[config.mk]
export PLATFORM = sky130hd
export DESIGN_NAME = fraction_add_and_reduce_core
export DESIGN_NICKNAME = d
export VERILOG_FILES = /design/src/rtl/core/fadd_pkg.sv /design/src/rtl/core/fraction_add_and_reduce_core.sv
export SDC_FILE = /design/constraint.sdc
export NUM_CORES = 2
export LEC_CHECK = 0
export BUFFER_PORTS_ARGS = -buffer_cell sky130_fd_sc_hd__buf_2
export CAP_MARGIN = 0
export CORE_UTILIZATION = 55
export CTS_BUF_LIST = sky130_fd_sc_hd__clkbuf_4
export DETAILED_ROUTE_END_ITERATION = 8
export GPL_TIMING_DRIVEN = 1
export PLACE_DENSITY = 0.73
export SYNTH_ARGS = -nofsm -noshare
export SYNTH_HDL_FRONTEND = slang
export SYNTH_SLANG_ARGS = --single-unit
[constraint.sdc]
create_clock -name clk -period 15.7 [get_ports clk]
set_input_delay 3.14 -clock clk [delete_from_list [all_inputs] [get_ports clk]]
set_output_delay 3.14 -clock clk [all_outputs]
set_load 0.01 [all_outputs]
[src/rtl/core/fadd_pkg.sv]
`timescale 1ns / 1ps
`default_nettype none

package fadd_pkg;

    // Default width of each input field
    localparam int IN_WIDTH_DEF = 16;

    // Result field widths, fixed by the interface
    localparam int NUM_W = 33;
    localparam int DEN_W = 32;

endpackage : fadd_pkg

`default_nettype wire

[src/rtl/core/fraction_add_and_reduce_core.sv]
// Equal denominators skip the cross-product multiply steps and go straight to the divider.
// The divider then runs once for each Euclid remainder step and once more for each quotient.
// A zero denominator skips the arithmetic and goes straight to the finish state.
// Throughput is one item at a time. The one shared restoring divider resolves one
// quotient bit per cycle, which sets the rate.
// Reset (rst_n low, asynchronous) returns the sequencer to idle and drops any pending result.
`timescale 1ns / 1ps
`default_nettype none

module fraction_add_and_reduce_core #(
    parameter int IN_WIDTH = fadd_pkg::IN_WIDTH_DEF
) (
    input  wire logic                               clk,
    input  wire logic                               rst_n,
    input  wire logic                               in_valid,
    output      logic                               in_ready,
    input  wire logic signed [IN_WIDTH-1:0]         num_a,
    input  wire logic signed [IN_WIDTH-1:0]         den_a,
    input  wire logic signed [IN_WIDTH-1:0]         num_b,
    input  wire logic signed [IN_WIDTH-1:0]         den_b,
    output      logic                               out_valid,
    input  wire logic                               out_ready,
    output      logic signed [fadd_pkg::NUM_W-1:0]  sum_num,
    output      logic signed [fadd_pkg::DEN_W-1:0]  sum_den,
    output      logic signed [fadd_pkg::NUM_W-1:0]  red_num,
    output      logic signed [fadd_pkg::DEN_W-1:0]  red_den,
    output      logic                               zero_den_error
);

    import fadd_pkg::*;

    // Exact internal width of the sum and of the product
    localparam int EW = 2 * IN_WIDTH + 1;
    localparam int PW = 2 * IN_WIDTH;
    localparam int CW = $clog2(EW + 1);

    typedef enum logic [5:0] {
        ST_IDLE = 6'b000001,
        ST_MUL  = 6'b000010,
        ST_LOAD = 6'b000100,
        ST_DIV  = 6'b001000,
        ST_FIX  = 6'b010000,
        ST_FIN  = 6'b100000
    } state_t;

    // What the current division computes
    typedef enum logic [1:0] {
        DK_EUCLID = 2'b00,
        DK_QNUM   = 2'b01,
        DK_QDEN   = 2'b10
    } div_kind_t;

    // Control registers
    state_t          state_reg, state_next;
    div_kind_t       kind_reg, kind_next;
    logic [1:0]      mstep_reg, mstep_next;
    logic [CW-1:0]   cnt_reg, cnt_next;
    logic            out_valid_reg, out_valid_next;

    // Payload registers
    logic signed [IN_WIDTH-1:0] na_reg, na_next;
    logic signed [IN_WIDTH-1:0] da_reg, da_next;
    logic signed [IN_WIDTH-1:0] nb_reg, nb_next;
    logic signed [IN_WIDTH-1:0] db_reg, db_next;
    logic signed [PW-1:0]       prod_reg, prod_next;
    logic signed [EW-1:0]       sn_reg, sn_next;
    logic signed [EW-1:0]       sd_reg, sd_next;
    logic signed [EW-1:0]       a_reg, a_next;
    logic signed [EW-1:0]       b_reg, b_next;
    logic signed [EW-1:0]       rn_reg, rn_next;
    logic [EW-1:0]              q_reg, q_next;
    logic [EW-1:0]              rem_reg, rem_next;
    logic [EW-1:0]              d_reg, d_next;
    logic                       neg_q_reg, neg_q_next;
    logic                       neg_r_reg, neg_r_next;
    logic                       err_reg, err_next;

    logic signed [NUM_W-1:0]    sum_num_reg, sum_num_next;
    logic signed [DEN_W-1:0]    sum_den_reg, sum_den_next;
    logic signed [NUM_W-1:0]    red_num_reg, red_num_next;
    logic signed [DEN_W-1:0]    red_den_reg, red_den_next;
    logic                       zde_reg, zde_next;

    // Shared datapath signals
    logic signed [IN_WIDTH-1:0] mul_a;
    logic signed [IN_WIDTH-1:0] mul_b;
    logic signed [PW-1:0]       mul_p;
    logic signed [EW-1:0]       dvd;
    logic [EW:0]                trial;
    logic                       trial_ge;
    logic signed [EW-1:0]       quo_s;
    logic signed [EW-1:0]       rmd_s;
    logic signed [EW-1:0]       eq_sum;
    logic                       in_xfer;
    logic                       out_free;

    assign in_xfer  = in_valid && in_ready;
    assign out_free = !out_valid_reg || out_ready;

    // Select operands for the shared multiplier
    always_comb
    begin
        case (mstep_reg)
            2'd0:
            begin
                mul_a = na_reg;
                mul_b = db_reg;
            end
            2'd1:
            begin
                mul_a = da_reg;
                mul_b = nb_reg;
            end
            default:
            begin
                mul_a = da_reg;
                mul_b = db_reg;
            end
        endcase
    end

    assign mul_p = PW'(mul_a) * PW'(mul_b);

    // Select the dividend for the shared divider
    always_comb
    begin
        case (kind_reg)
            DK_EUCLID: dvd = a_reg;
            DK_QNUM:   dvd = sn_reg;
            DK_QDEN:   dvd = sd_reg;
            default:   dvd = a_reg;
        endcase
    end

    // One restoring step: shift in the next dividend bit, try the subtract
    assign trial    = {rem_reg, q_reg[EW-1]};
    assign trial_ge = (trial >= {1'b0, d_reg});

    // Truncated signed results: quotient sign from both operands, remainder from dividend
    assign quo_s = neg_q_reg ? -$signed(q_reg) : $signed(q_reg);
    assign rmd_s = neg_r_reg ? -$signed(rem_reg) : $signed(rem_reg);

    assign eq_sum = EW'(num_a) + EW'(num_b);

    // Sequencer and datapath next state
    always_comb
    begin
        state_next     = state_reg;
        kind_next      = kind_reg;
        mstep_next     = mstep_reg;
        cnt_next       = cnt_reg;
        out_valid_next = out_valid_reg;
        na_next        = na_reg;
        da_next        = da_reg;
        nb_next        = nb_reg;
        db_next        = db_reg;
        prod_next      = prod_reg;
        sn_next        = sn_reg;
        sd_next        = sd_reg;
        a_next         = a_reg;
        b_next         = b_reg;
        rn_next        = rn_reg;
        q_next         = q_reg;
        rem_next       = rem_reg;
        d_next         = d_reg;
        neg_q_next     = neg_q_reg;
        neg_r_next     = neg_r_reg;
        err_next       = err_reg;
        sum_num_next   = sum_num_reg;
        sum_den_next   = sum_den_reg;
        red_num_next   = red_num_reg;
        red_den_next   = red_den_reg;
        zde_next       = zde_reg;

        // Drop the result once the consumer takes it
        if (out_valid_reg && out_ready)
        begin
            out_valid_next = 1'b0;
        end

        case (state_reg)
            ST_IDLE:
            begin
                if (in_xfer)
                begin
                    na_next   = num_a;
                    da_next   = den_a;
                    nb_next   = num_b;
                    db_next   = den_b;
                    kind_next = DK_EUCLID;
                    if ((den_a == '0) || (den_b == '0))
                    begin
                        err_next   = 1'b1;
                        state_next = ST_FIN;
                    end
                    else if (den_a == den_b)
                    begin
                        err_next   = 1'b0;
                        sn_next    = eq_sum;
                        sd_next    = EW'(den_a);
                        a_next     = eq_sum;
                        b_next     = EW'(den_a);
                        state_next = ST_LOAD;
                    end
                    else
                    begin
                        err_next   = 1'b0;
                        mstep_next = 2'd0;
                        state_next = ST_MUL;
                    end
                end
            end

            ST_MUL:
            begin
                // Cross products through the one multiplier, accumulate a step later
                prod_next  = mul_p;
                mstep_next = mstep_reg + 2'd1;
                case (mstep_reg)
                    2'd0:
                    begin
                    end
                    2'd1:
                    begin
                        sn_next = EW'(prod_reg);
                    end
                    2'd2:
                    begin
                        sn_next = sn_reg + EW'(prod_reg);
                    end
                    default:
                    begin
                        sd_next    = EW'(prod_reg);
                        a_next     = sn_reg;
                        b_next     = EW'(prod_reg);
                        state_next = ST_LOAD;
                    end
                endcase
            end

            ST_LOAD:
            begin
                // Take magnitudes and remember the signs for the fix-up
                q_next     = dvd[EW-1] ? EW'(-dvd) : EW'(dvd);
                d_next     = b_reg[EW-1] ? EW'(-b_reg) : EW'(b_reg);
                rem_next   = '0;
                neg_q_next = dvd[EW-1] ^ b_reg[EW-1];
                neg_r_next = dvd[EW-1];
                cnt_next   = '0;
                state_next = ST_DIV;
            end

            ST_DIV:
            begin
                rem_next = trial_ge ? EW'(trial - {1'b0, d_reg}) : EW'(trial);
                q_next   = {q_reg[EW-2:0], trial_ge};
                cnt_next = cnt_reg + CW'(1);
                if (cnt_reg == CW'(EW - 1))
                begin
                    state_next = ST_FIX;
                end
            end

            ST_FIX:
            begin
                case (kind_reg)
                    DK_EUCLID:
                    begin
                        // Advance Euclid while the remainder is nonzero
                        if (rmd_s != '0)
                        begin
                            a_next = b_reg;
                            b_next = rmd_s;
                        end
                        else
                        begin
                            kind_next = DK_QNUM;
                        end
                        state_next = ST_LOAD;
                    end
                    DK_QNUM:
                    begin
                        rn_next    = quo_s;
                        kind_next  = DK_QDEN;
                        state_next = ST_LOAD;
                    end
                    default:
                    begin
                        // Keep the reduced denominator in b, the divisor is no longer needed
                        b_next     = quo_s;
                        state_next = ST_FIN;
                    end
                endcase
            end

            ST_FIN:
            begin
                // Hold until the output register is free, then load the result
                if (out_free)
                begin
                    out_valid_next = 1'b1;
                    zde_next       = err_reg;
                    if (err_reg)
                    begin
                        sum_num_next = '0;
                        sum_den_next = '0;
                        red_num_next = '0;
                        red_den_next = '0;
                    end
                    else
                    begin
                        sum_num_next = NUM_W'(sn_reg);
                        sum_den_next = DEN_W'(sd_reg);
                        red_num_next = NUM_W'(rn_reg);
                        red_den_next = DEN_W'(b_reg);
                    end
                    state_next = ST_IDLE;
                end
            end

            default:
            begin
                state_next = ST_IDLE;
            end
        endcase
    end

    // Control state
    always_ff @(posedge clk or negedge rst_n)
    begin
        if (!rst_n)
        begin
            state_reg     <= ST_IDLE;
            kind_reg      <= DK_EUCLID;
            mstep_reg     <= '0;
            cnt_reg       <= '0;
            out_valid_reg <= 1'b0;
        end
        else
        begin
            state_reg     <= state_next;
            kind_reg      <= kind_next;
            mstep_reg     <= mstep_next;
            cnt_reg       <= cnt_next;
            out_valid_reg <= out_valid_next;
        end
    end

    // Payload
    always_ff @(posedge clk)
    begin
        na_reg      <= na_next;
        da_reg      <= da_next;
        nb_reg      <= nb_next;
        db_reg      <= db_next;
        prod_reg    <= prod_next;
        sn_reg      <= sn_next;
        sd_reg      <= sd_next;
        a_reg       <= a_next;
        b_reg       <= b_next;
        rn_reg      <= rn_next;
        q_reg       <= q_next;
        rem_reg     <= rem_next;
        d_reg       <= d_next;
        neg_q_reg   <= neg_q_next;
        neg_r_reg   <= neg_r_next;
        err_reg     <= err_next;
        sum_num_reg <= sum_num_next;
        sum_den_reg <= sum_den_next;
        red_num_reg <= red_num_next;
        red_den_reg <= red_den_next;
        zde_reg     <= zde_next;
    end

    assign in_ready       = (state_reg == ST_IDLE);
    assign out_valid      = out_valid_reg;
    assign sum_num        = sum_num_reg;
    assign sum_den        = sum_den_reg;
    assign red_num        = red_num_reg;
    assign red_den        = red_den_reg;
    assign zero_den_error = zde_reg;

    // Divider never runs with a zero divisor
    assert property (@(posedge clk) disable iff (!rst_n)
        (state_reg == ST_DIV) |-> (d_reg != '0))
    else $error("divider started with zero divisor");

    // Block is busy right after an input transfer
    assert property (@(posedge clk) disable iff (!rst_n)
        in_xfer |=> !in_ready)
    else $error("input accepted while busy");

    // Error results carry zero fields
    assert property (@(posedge clk) disable iff (!rst_n)
        (out_valid && zero_den_error) |->
            (sum_num == '0 && sum_den == '0 && red_num == '0 && red_den == '0))
    else $error("zero denominator result not cleared");

    // Bit counter stays within the divider width
    assert property (@(posedge clk) disable iff (!rst_n)
        (state_reg == ST_DIV) |-> (cnt_reg < CW'(EW)))
    else $error("divider bit counter overrun");

    // A finished result never overwrites one still waiting
    assert property (@(posedge clk) disable iff (!rst_n)
        (out_valid && !out_ready) |=> out_valid)
    else $error("pending result lost");

endmodule : fraction_add_and_reduce_core

`default_nettype wire
# Word-level counts from Yosys, hierarchy flattened
# Index checks and enable logic that the tools add are counted.
[classes]
n_reduce_logical = 26
n_bitwise = 1
magnitude_cmp = 1
eq_ne = 26
n_mux = 48
multipliers = 1
n_addsub = 9
[op_table]
columns = ["op", "count"]
rows = [
  ["$mux W33", 15],
  ["$pmux W33 S2", 7],
  ["$pmux W33 S3", 2],
  ["$neg A33 Y33", 4],
  ["$mux W6", 6],
  ["$pmux W6 S6", 1],
  ["$ge A34 B33 Y1", 1],
  ["$add A33 B32 Y33", 1],
  ["$reduce_bool A33 Y1", 1],
  ["$sub A33 B33 Y33", 1],
  ["$logic_not A16 Y1", 2],
  ["$mul A16 B16 Y32", 1],
  ["$mux W16", 2],
  ["$mux W32", 1],
  ["$add A16 B16 Y17", 1],
  ["$eq A16 B16 Y1", 1],
  ["$ne A2 B2 Y1 const B", 8],
  ["$reduce_and A7 Y1", 2],
  ["$eq A6 B6 Y1 const B", 2],
  ["$ne A3 B3 Y1 const B", 4],
  ["$pmux W2 S2", 3],
  ["$pmux W6 S2", 1],
  ["$reduce_and A4 Y1", 3],
  ["$mux W2", 5],
  ["other kinds (23)", 37],
]
[word_totals]
input_bits = 68
elab_cells = 139
output_inout_bits = 133
regBits = 511

# Logic depth before layout (Yosys ltp)
[logic_depth]
word_depth = 6
ltp_mapped = 29

# Worst setup path after synthesis
# OpenSTA, ideal clock, no wires.
[synth_timing]
path_kind = "input port to flip-flop"
start = "input port out_ready"
end = "register red_den_reg[0] (netlist: red_den[0]) (enable)"
slack_ns = 6.009
cell_stages = 2
n_path_buf = 0
arrival_time_ns = 9.054
setup_ns = 0.636
required_time_ns = 15.064
cell_sequence = "nand2b_1 nor2b_1"
[synth_between]
elab_chain_cells = 2
[synth_rtl]
columns = ["element", "line", "source"]
rows = [
  ["start: declaration", "fraction_add_and_reduce_core.sv:22", "input wire logic out_ready,"],
  ["$logic_or A1 B1 Y1", "fraction_add_and_reduce_core.sv:98", "assign out_free = !out_valid_reg || out_ready;"],
  ["$reduce_and A2 Y1 (no line)", "-", ""],
  ["end signal: assignment", "fraction_add_and_reduce_core.sv:371", "red_den_reg <= red_den_next;"],
  ["end: declaration", "fraction_add_and_reduce_core.sv:81", "logic signed [DEN_W-1:0] red_den_reg, red_den_next;"],
]
# Every way passes these cells.
# A chain may end at the register's enable or synchronous reset.

# Final worst setup path
[layout_timing]
start = "register mstep_reg[0]"
end = "register prod_reg[30] (data pin)"
[layout_between]
elab_chain_cells = 3
word_cells_on_any_way = 5
cone_classes = "mul (1); eq/ne (1); mux (2); reduce/logical (1)"
[layout_rtl]
columns = ["element", "line", "source"]
rows = [
  ["start: declaration", "fraction_add_and_reduce_core.sv:56", "logic [1:0] mstep_reg, mstep_next;"],
  ["start signal: assignment", "fraction_add_and_reduce_core.sv:343", "mstep_reg <= mstep_next;"],
  ["$eq A2 B1 Y1 or $logic_not A2 Y1 (tied branches)", "fraction_add_and_reduce_core.sv:103", "case (mstep_reg)"],
  ["$mux W16", "fraction_add_and_reduce_core.sv:103", ""],
  ["$mul A16 B16 Y32 *", "fraction_add_and_reduce_core.sv:122", "assign mul_p = PW'(mul_a) * PW'(mul_b);"],
  ["via mul_p[30]", "fraction_add_and_reduce_core.sv:87", "logic signed [PW-1:0] mul_p;"],
  ["end signal: assignment", "fraction_add_and_reduce_core.sv:356", "prod_reg <= prod_next;"],
  ["end: declaration", "fraction_add_and_reduce_core.sv:65", "logic signed [PW-1:0] prod_reg, prod_next;"],
]
# Mark *: on every way through the listed nets, which the timed path passes. The rest lies on a longest branch.

==> metrics.md <==
| Metric | Value |
|---|---|
| Status | `finished clean` |
| Final Non-Filler Cells | `4,776` |
| Clock power share | `between 40% and 50%` |
| Post-synth cell types | `83` |
| Worst skew pair latency | `1.00 ns` |
| Crit Path Max Fanout | `31` |
| Num ports | `between 200 and 250` |
| Leak pwr | `17.2 nW` |
| Final Hold Fails | `0` |
| Routed length per instance | `roughly 22 um` |
| Slew @ Worst Pin | `around 1.2 ns` |
| Sequential power share | `53.2%` |
| Pin count of the biggest net entering global routing | `83` |
| HP Class | `flip-flop to flip-flop` |
| Max cap viols | `0` |
| ANT nets after route | `0` |
| Routed WL | `103 mm` |
| Final hold slack | `0.496 ns` |
| Synth Cell Area | `37,300 um2` |
| Crit Path Category | `flip-flop to flip-flop` |
| Count of buffers from port buffering | `200` |
| Fin crit period | `~7.8 ns` |
| Most Frequent Cell on Critical Path | `fa_1` |
| Vias in the first global route | `27,947` |
| GR Overflow Total | `0` |
| RSZ-0062 raised after global routing | `no` |
| Post-synth EDFFs | `493` |
| Mean post-synth cell area | `10.4 um2` |
| Setup violations, final | `0` |
| Final Max Tran Viols | `0` |
| Routed via count | `28,212` |
| Synth-to-layout area growth | `9.58%` |
| Final setup TNS | `0 ns` |
| Gpl congestion | `0.967` |
| DIE WIDTH | `262 um` |
| Clk sinks | `510` |
| Nature of the critical path endpoint | `flip-flop` |
| Critical Path Source Type | `flip-flop` |
| Initial Util | `55.6%` |
| Worst relative slew slack | `18.4%` |
| Layout cells sized above 1 | `between 10% and 20%` |
| Net Sw Power | `0.649 mW` |
| Final instance area | `roughly 40,000 um2` |
| Pwr Total | `between 2 and 3 mW` |
| DR DRC count | `0` |
| CP max-delay cell | `mux2i_1` |
| Final worst setup slack | `7.87 ns` |
| #FFs+latches synth | `510` |
| H-tree levels | `4` |
| Internal power | `2.14 mW` |
| Worst Path Required | `16.42 ns` |
| Mapped Cells | `3,580` |
| Final period util | `49.8%` |
| Post-CTS sizing | `0` |
| Crit-path max cell delay | `0.97 ns` |
| TritonRoute pass-1 iters | `5` |
| First-pass GRT wire length | `159 mm` |
| Register area share after synthesis | `40.8%` |
| Syn. warnings | `0` |
| Placed instance area | `39,200 um2` |
| Nets | `4,323` |
| FFs w/ async S/R, synth | `3.33%` |
| Root buffer cell | `clkbuf_4` |
| Fillers | `around 5,700` |
| Post-Route Skew | `0.0540 ns` |
| Sw frac | `23.3%` |
| Combinational share of power | `3.5%` |
| TritonCTS clock tree | `yes` |
| Die Height | `approximately 260 um` |
| Hold Buf Count CTS | `0` |
| Die ar. | `between 60,000 and 70,000 um2` |
| Total CTS buffers | `137` |
| Hpwl dp | `79.3 mm` |
| Core area | `67,200 um2` |
| Setup Fix Bufs, Post-CTS | `0` |
| Final core occ | `approximately 61%` |
| Pwr dens | `between 60 and 70 nW/um2` |
| Primary FF master, synth | `edfxtp_1` |
| Initial DRC count | `2,651` |
| Syn_nets | `4,090` |
| Fmax | `0.128 GHz` |
| Gr usage total | `30.2%` |
| Antenna violations before repair | `5` |
| Vias per cell | `5.91` |
| Clock-pin slew on the worst setup and hold paths | `0.06 ns` |
| Data arrival, critical path | `roughly 8.5 ns` |
| Max IR drop VDD | `about 0.00006 V` |
| Clock Path Buffers | `3` |
| Row count | `95` |
| Placed cell count | `around 4,500` |
| Dpl ws | `roughly 8.0 ns` |
[layout by cell type (no fill, tap or decap), drive strengths merged, types with 153 or more instances in the layout]
cell and instances:
a21oi 162, buf 240, clkbuf 188, edfxtp 493, fa 265, ha 177
inv 392, nand2 394, nor2 273, nor2b 153, o21ai 184
[synth_stat cells, types with 61 or more instances]
library cell	n	share of area, %
a21oi_1	162	2.2
fa_1	265	14
inv_1	386	3.9
nand2_1	394	4.0
o21ai_0	183	2.5
xor2_1	85	2.0
xnor2_1	140	3.3
ha_1	177	5.9
edfxtp_1	493	40
nand3_1	61	0.82
nor2b_1	153	2.6
nor2_1	273	2.7
clkbuf_1	121	1.2
[critical path, delay by kind of cell, from the launching register on]
family | cells | cell delay, ns
flops | 1 | 0.42
xor+xnor | 1 | 0.07
compound gates | 6 | 1.15
mux | 1 | 0.97
fa+ha+maj | 8 | 3.50
simple gates | 3 | 0.71
buf+inv | 6 | 0.73
[routing by layer]
layer | global-route usage (%) | part of all wire (%) | vias to the layer above
li1 | - | - | 12987
met1 | 39.7 | 41 | 13747
met2 | 48.6 | 47 | 1238
met3 | 6.43 | 8.3 | 240
met4 | 13.1 | 4.0 | 0
met5 | 0 | 0 | -
[logic make-up (layout without fill, tap and decap cells)]
logic type / after synthesis / in the layout / synth area share (%)
AOI/OAI and AO/OA: 689 / 689 / 12.0
other: 0 / 4 / 0
buffers and inverters: 533 / 852 / 5.43
and+or+nand+nor: 1090 / 1090 / 13.8
muxes: 91 / 91 / 2.55
DFF: 510 / 510 / 40.8
adders and majority gates: 442 / 442 / 20.1
xor gates and xnor gates: 225 / 225 / 5.28
[final cells by class]
cell class / count / area (um2) / share of cell area (%)
Tap cell: 873 / 1090 / 2.67
Clock buffer: 188 / 1410 / 3.45
Timing Repair Buffer: 240 / 1300 / 3.18
Sequential cell: 510 / 15200 / 37.2
Multi-Input combinational cell: 2537 / 20100 / 49.1
Clock inverter: 37 / 305 / 0.746
Inverter: 387 / 1460 / 3.56
Antenna cell: 4 / 10.0 / 0.0245
[power by group through the flow]
stage / Combinational [mW] / Clock, mW / Sequential, mW
floorplan: 0.0505 / 0 / 1.51
global placement: 0.0939 / 0 / 1.51
detailed placement: 0.0958 / 0 / 1.51
CTS: 0.0961 / 1.23 / 1.48
global route: 0.107 / 1.29 / 1.48
finish: 0.0980 / 1.21 / 1.48
[final timing paths]
path | endpoint | cells after the start | startpoint | slack [ns]
worst min register to register | cnt_reg[5] | 1 | cnt_reg[5] | 0.50
min in group asynchronous | state_reg[4] | 1 | rst_n | 2.07
max in group asynchronous | state_reg[0] | 1 | rst_n | 13.31
worst min-delay path | cnt_reg[5] | 1 | cnt_reg[5] | 0.50
worst max-delay path | prod_reg[30] | 25 | mstep_reg[0] | 7.87
worst max register to register | prod_reg[30] | 25 | mstep_reg[0] | 7.87
(Power assumes the default switching activity.)
